--- src/rtl/twedt_pkg.sv ---
// shared types and constants of the time-window event dedup table
package twedt_pkg;

  localparam int unsigned KEY_W    = 64;
  localparam int unsigned TIME_W   = 64;
  localparam int unsigned WINDOW_W = 40;
  localparam int unsigned LIMIT_W  = 7;
  localparam int unsigned COUNT_W  = 32;
  localparam int unsigned CFG_IDX_W = 1;
  localparam int unsigned CFG_W    = 40;
  localparam int unsigned IN_W     = 128;
  localparam int unsigned OUT_W    = 112;

  localparam logic [CFG_IDX_W-1:0] CFG_WINDOW_LENGTH = 1'd0;
  localparam logic [CFG_IDX_W-1:0] CFG_ENTRY_LIMIT   = 1'd1;

  localparam logic [LIMIT_W-1:0] LIMIT_RESET = 7'd64;
  localparam logic [COUNT_W-1:0] COUNT_MAX   = 32'hFFFF_FFFF;

  typedef enum logic [2:0] {
    ST_CLEAR,
    ST_IDLE,
    ST_SCAN,
    ST_DRAIN,
    ST_EVICT,
    ST_UPDATE,
    ST_RESULT
  } twedt_state_e;

  typedef struct packed {
    logic           valid;
    logic [KEY_W-1:0]   key;
    logic [TIME_W-1:0]  start;
    logic [COUNT_W-1:0] count;
  } slot_entry_t;

  typedef struct packed {
    logic clr_wr;
    logic load;
    logic scan_rd;
    logic evict_wr;
    logic upd_wr;
    logic out_load;
  } twedt_cmd_t;

  typedef struct packed {
    logic cnt_last;
    logic enabled;
    logic hit;
    logic need_evict;
    logic out_busy;
  } twedt_sts_t;

endpackage

--- src/rtl/twedt_ctrl.sv ---
// controller state machine of the dedup table
module twedt_ctrl (
  input  logic                  clk_i,
  input  logic                  rst_ni,
  input  logic                  in_valid_i,
  output logic                  in_ready_o,
  input  twedt_pkg::twedt_sts_t sts_i,
  output twedt_pkg::twedt_cmd_t cmd_o
);

  twedt_pkg::twedt_state_e state_q, state_d;

  always_ff @(posedge clk_i or negedge rst_ni) begin
    if (!rst_ni) begin
      state_q <= twedt_pkg::ST_CLEAR;
    end else begin
      state_q <= state_d;
    end
  end

  always_comb begin
    state_d = state_q;
    case (state_q)
      twedt_pkg::ST_CLEAR: begin
        if (sts_i.cnt_last) state_d = twedt_pkg::ST_IDLE;
      end
      twedt_pkg::ST_IDLE: begin
        if (in_valid_i) begin
          state_d = sts_i.enabled ? twedt_pkg::ST_SCAN : twedt_pkg::ST_RESULT;
        end
      end
      twedt_pkg::ST_SCAN: begin
        if (sts_i.cnt_last) state_d = twedt_pkg::ST_DRAIN;
      end
      twedt_pkg::ST_DRAIN:  state_d = twedt_pkg::ST_EVICT;
      twedt_pkg::ST_EVICT:  state_d = twedt_pkg::ST_UPDATE;
      twedt_pkg::ST_UPDATE: state_d = twedt_pkg::ST_RESULT;
      twedt_pkg::ST_RESULT: begin
        if (!sts_i.out_busy) state_d = twedt_pkg::ST_IDLE;
      end
      default: state_d = twedt_pkg::ST_CLEAR;
    endcase
  end

  always_comb begin
    cmd_o      = '0;
    in_ready_o = 1'b0;
    case (state_q)
      twedt_pkg::ST_CLEAR: cmd_o.clr_wr = 1'b1;
      twedt_pkg::ST_IDLE: begin
        in_ready_o   = 1'b1;
        cmd_o.load   = in_valid_i;
      end
      twedt_pkg::ST_SCAN:   cmd_o.scan_rd  = 1'b1;
      twedt_pkg::ST_DRAIN:  cmd_o          = '0;
      twedt_pkg::ST_EVICT:  cmd_o.evict_wr = !sts_i.hit && sts_i.need_evict;
      twedt_pkg::ST_UPDATE: cmd_o.upd_wr   = 1'b1;
      twedt_pkg::ST_RESULT: cmd_o.out_load = !sts_i.out_busy;
      default:              cmd_o          = '0;
    endcase
  end

endmodule

--- config.mk ---
export PLATFORM = sky130hd
export DESIGN_NAME = twedt_ctrl
export DESIGN_NICKNAME = d
export VERILOG_FILES = /design/src/rtl/twedt_pkg.sv /design/src/rtl/twedt_ctrl.sv
export SDC_FILE = /design/constraint.sdc
export NUM_CORES = 1
export LEC_CHECK = 0
export BUFFER_PORTS_ARGS = -buffer_cell sky130_fd_sc_hd__buf_2
export CORE_AREA = 4 4 41 43
export DETAILED_ROUTE_END_ITERATION = 12
export DIE_AREA = 0 0 45 47
export GPL_TIMING_DRIVEN = 0
export PLACE_DENSITY = 0.53
export RECOVER_POWER = 100
export SYNTH_ARGS = -nofsm -noshare
export SYNTH_HDL_FRONTEND = slang
export SYNTH_SLANG_ARGS = --single-unit
--- constraint.sdc ---
create_clock -name clk_i -period 1.85 [get_ports clk_i]
set_clock_uncertainty 0.05 [all_clocks]
set_input_delay 0.37 -clock clk_i [delete_from_list [all_inputs] [get_ports clk_i]]
set_output_delay 0.37 -clock clk_i [all_outputs]
set_load 0.02 [all_outputs]
==> results.json <==
{
  "outcome": "finished clean",
  "slowest_stage": "dfrtp_1",
  "largest_register": "state_q",
  "gp_congestion": 0.742,
  "arrival_ns": 1.27,
  "setup_tns_ns": 0,
  "syn-num-nets": 37,
  "final_area_um2": 374,
  "grt_pass1_wl_um": 869,
  "dpl.hpwl_um": 430,
  "htree_num_levels": 1,
  "diodes": 0,
  "switching_share_pct": 44.9,
  "post-route-period-util_pct": 91.4,
  "tightest_slew_ns": 0.239,
  "start_util_pct": 19.8,
  "p_seq_share_pct": 18.1,
  "port-buffer-count": 14,
  "largest_reg_flops": 3,
  "power_w": 0.000647,
  "instances_no_fill": 63,
  "num_rows": 13,
  "drt-total-wl_um": 589,
  "top_regs": "state_q: 3 flops",
  "relSlewSlack_pct": 83.9,
  "internal-power_w": 0.000357,
  "post_cts_resized": 0,
  "regArea_um2": 75.1,
  "min_period_ns": 1.69,
  "fmax_mhz": 592,
  "power.leakage_nw": 0.168,
  "cts_buffer_depth": 2,
  "place_area_um2": 347,
  "required_ns": 1.43,
  "area_growth_pct": 45.1,
  "yosysWarnings": 0,
  "hold_viol": 0,
  "clkSlewWorstSetupHoldPaths_ns": 0.04,
  "slowest_delay_ns": 0.36,
  "root_buffer": "clkbuf_4",
  "rsz0062_at_grt": "false",
  "wl_per_cell_um": 9.35,
  "fillers": 157,
  "critPathCaptureType": "primary output",
  "cts_sinks": 3,
  "overflow": 0,
  "numCtsBuffers": 3,
  "grt_pass1_vias": 230,
  "grt_antenna_before_repair": 0,
  "drtIter0Drc": 6,
  "critPathMaxFanout": 10,
  "die_w_um": 45,
  "critPathKind": "flop to primary output",
  "dieHeight_um": 47,
  "netlist_area_um2": 258,
  "synth.distinct_cells": 18,
  "fin_nets": 57,
  "ys_ff_latch": 3,
  "critPathLaunchType": "flop",
  "hold_path.class": "input port to flop",
  "cts_tree": "done",
  "io_pins": 15,
  "irDropWorstVdd_uv": 564,
  "detail_route.vias_per_cell": 4.03,
  "route.detailed.drc": 0,
  "vias": 254,
  "p_per_area_nw_per_um2": 1730,
  "multiInputGateArea_um2": 141,
  "netlist_instances": 29,
  "insertion_delay_ns": 0.24,
  "drv_slew": 0,
  "ys_seq_area_share_pct": 29.1,
  "cap_violations": 0,
  "finalSetupViolations": 0,
  "p_sw_w": 0.000290,
  "core_area_um2": 1300,
  "gr-usage-all-layers_pct": 6.57,
  "p_clk_share_pct": 18.5,
  "dp.cells": 58,
  "drive_gt1_share_pct": 33.3,
  "drtAntennaViolNets": 0,
  "dieArea_um2": 2120,
  "drtPass1Iterations": 2,
  "grt_max_degree": 11,
  "syn_area_per_cell_um2": 8.89,
  "path_cells": "buf_6 > nand2b_1 > nor2b_1 > clkbuf_1",
  "p_comb_share_pct": 63.4
}
==> path summary, 6_finish.rpt <==
kind / depth (start not counted) / start / to / slack, ns
worst min-delay path: 3 / in_valid_i / state_q[2] / 0.41
worst max-delay path: 4 / state_q[0] / cmd_o[0] / 0.16
max in group asynchronous: 2 / rst_ni / state_q[0] / 1.19
worst min register to register: 2 / state_q[1] / state_q[1] / 0.53
min in group asynchronous: 2 / rst_ni / state_q[2] / 0.42
worst max register to register: 3 / state_q[2] / state_q[0] / 0.77
==> critical path, delay by kind of cell, from the launching register on <==
family / cells / cell delay, ns
flip-flops: 1 / 0.36
AND/OR/NAND/NOR: 2 / 0.30
buffers and inverters: 2 / 0.38
==> what timing repair did <==
action                                 CTS  global route
endpoints found under the hold margin    3             0
buffers inserted                         0             0
hold buffers                             1             0
==> cell usage in the layout (no fill, tap or decap), types with 2 or more instances in the layout <==
cell type	synthesis	routed
o21ai_0	0	2
clkbuf_1	0	8
inv_1	2	2
nor2b_1	2	2
nand2b_1	2	2
and3_1	2	2
a21oi_1	2	2
buf_6	3	3
clkbuf_4	0	3
dfrtp_1	3	3
buf_2	0	7
==> cell usage after synthesis <==
cell type	number	area, um^2
inv_1	2	7.51
and2b_1	1	7.51
nor2_1	1	3.75
nor4_2	1	12.5
nor3_2	1	10.0
nand2b_1	2	12.5
o22ai_1	1	6.26
buf_6	3	33.8
dfrtp_1	3	75.1
and2_1	1	6.26
and3_1	2	12.5
nor3b_4	1	18.8
nand2_1	1	3.75
o21ai_1	3	15.0
nor3_1	1	5.00
nand3_1	1	5.00
a21oi_1	2	10.0
nor2b_1	2	12.5
==> metal layers <==
metal  GRT usage, %  part of all wire (%)  routed length (um)
met5              0                     0                   0
met4           10.5                   2.4                  14
met3           2.30                   8.1                  48
met2           8.47                    44                 260
met1           6.64                    45                 265
==> metrics by stage <==
step | setup slack, ns | hold WS [ns] | utilization (%)
2_1_floorplan | 0.348 | 0.0244 | -
3_3_place_gp | 0.455 | 0.116 | 26.6
3_5_place_dp | 0.453 | 0.116 | 26.6
4_1_cts | 0.193 | 0.392 | 29.4
5_1_grt | 0.0740 | 0.445 | 28.7
6_report | 0.160 | 0.409 | 28.7
==> cell type report <==
| type | count | area share, % |
|---|---|---|
| buffer | 3 | 9.03 |
| clock buffer | 4 | 7.02 |
| inverter | 2 | 2.01 |
| multi-input combinational | 21 | 37.8 |
| sequential | 3 | 20.1 |
| tap | 15 | 5.02 |
| timing repair buffer | 15 | 19.1 |
==> kinds of logic (layout without fill, tap and decap cells) <==
| kind of cell | after synthesis | after routing | share of synthesized area [%] |
|---|---|---|---|
| simple gates | 15 | 15 | 42.7 |
| flops | 3 | 3 | 29.1 |
| buf+inv | 5 | 24 | 16.0 |
| compound gates | 6 | 6 | 12.1 |
==> power by group through the flow <==
stage / sequential (W) / combinational (W) / clock, W
after floorplan: 0.000116 / 0.000333 / 0
after global placement: 0.000117 / 0.000427 / 0
after detailed placement: 0.000119 / 0.000425 / 0
after CTS: 0.000118 / 0.000428 / 0.000123
after global routing: 0.000123 / 0.000450 / 0.000127
final: 0.000117 / 0.000411 / 0.000120
(Power assumes the default switching activity.)
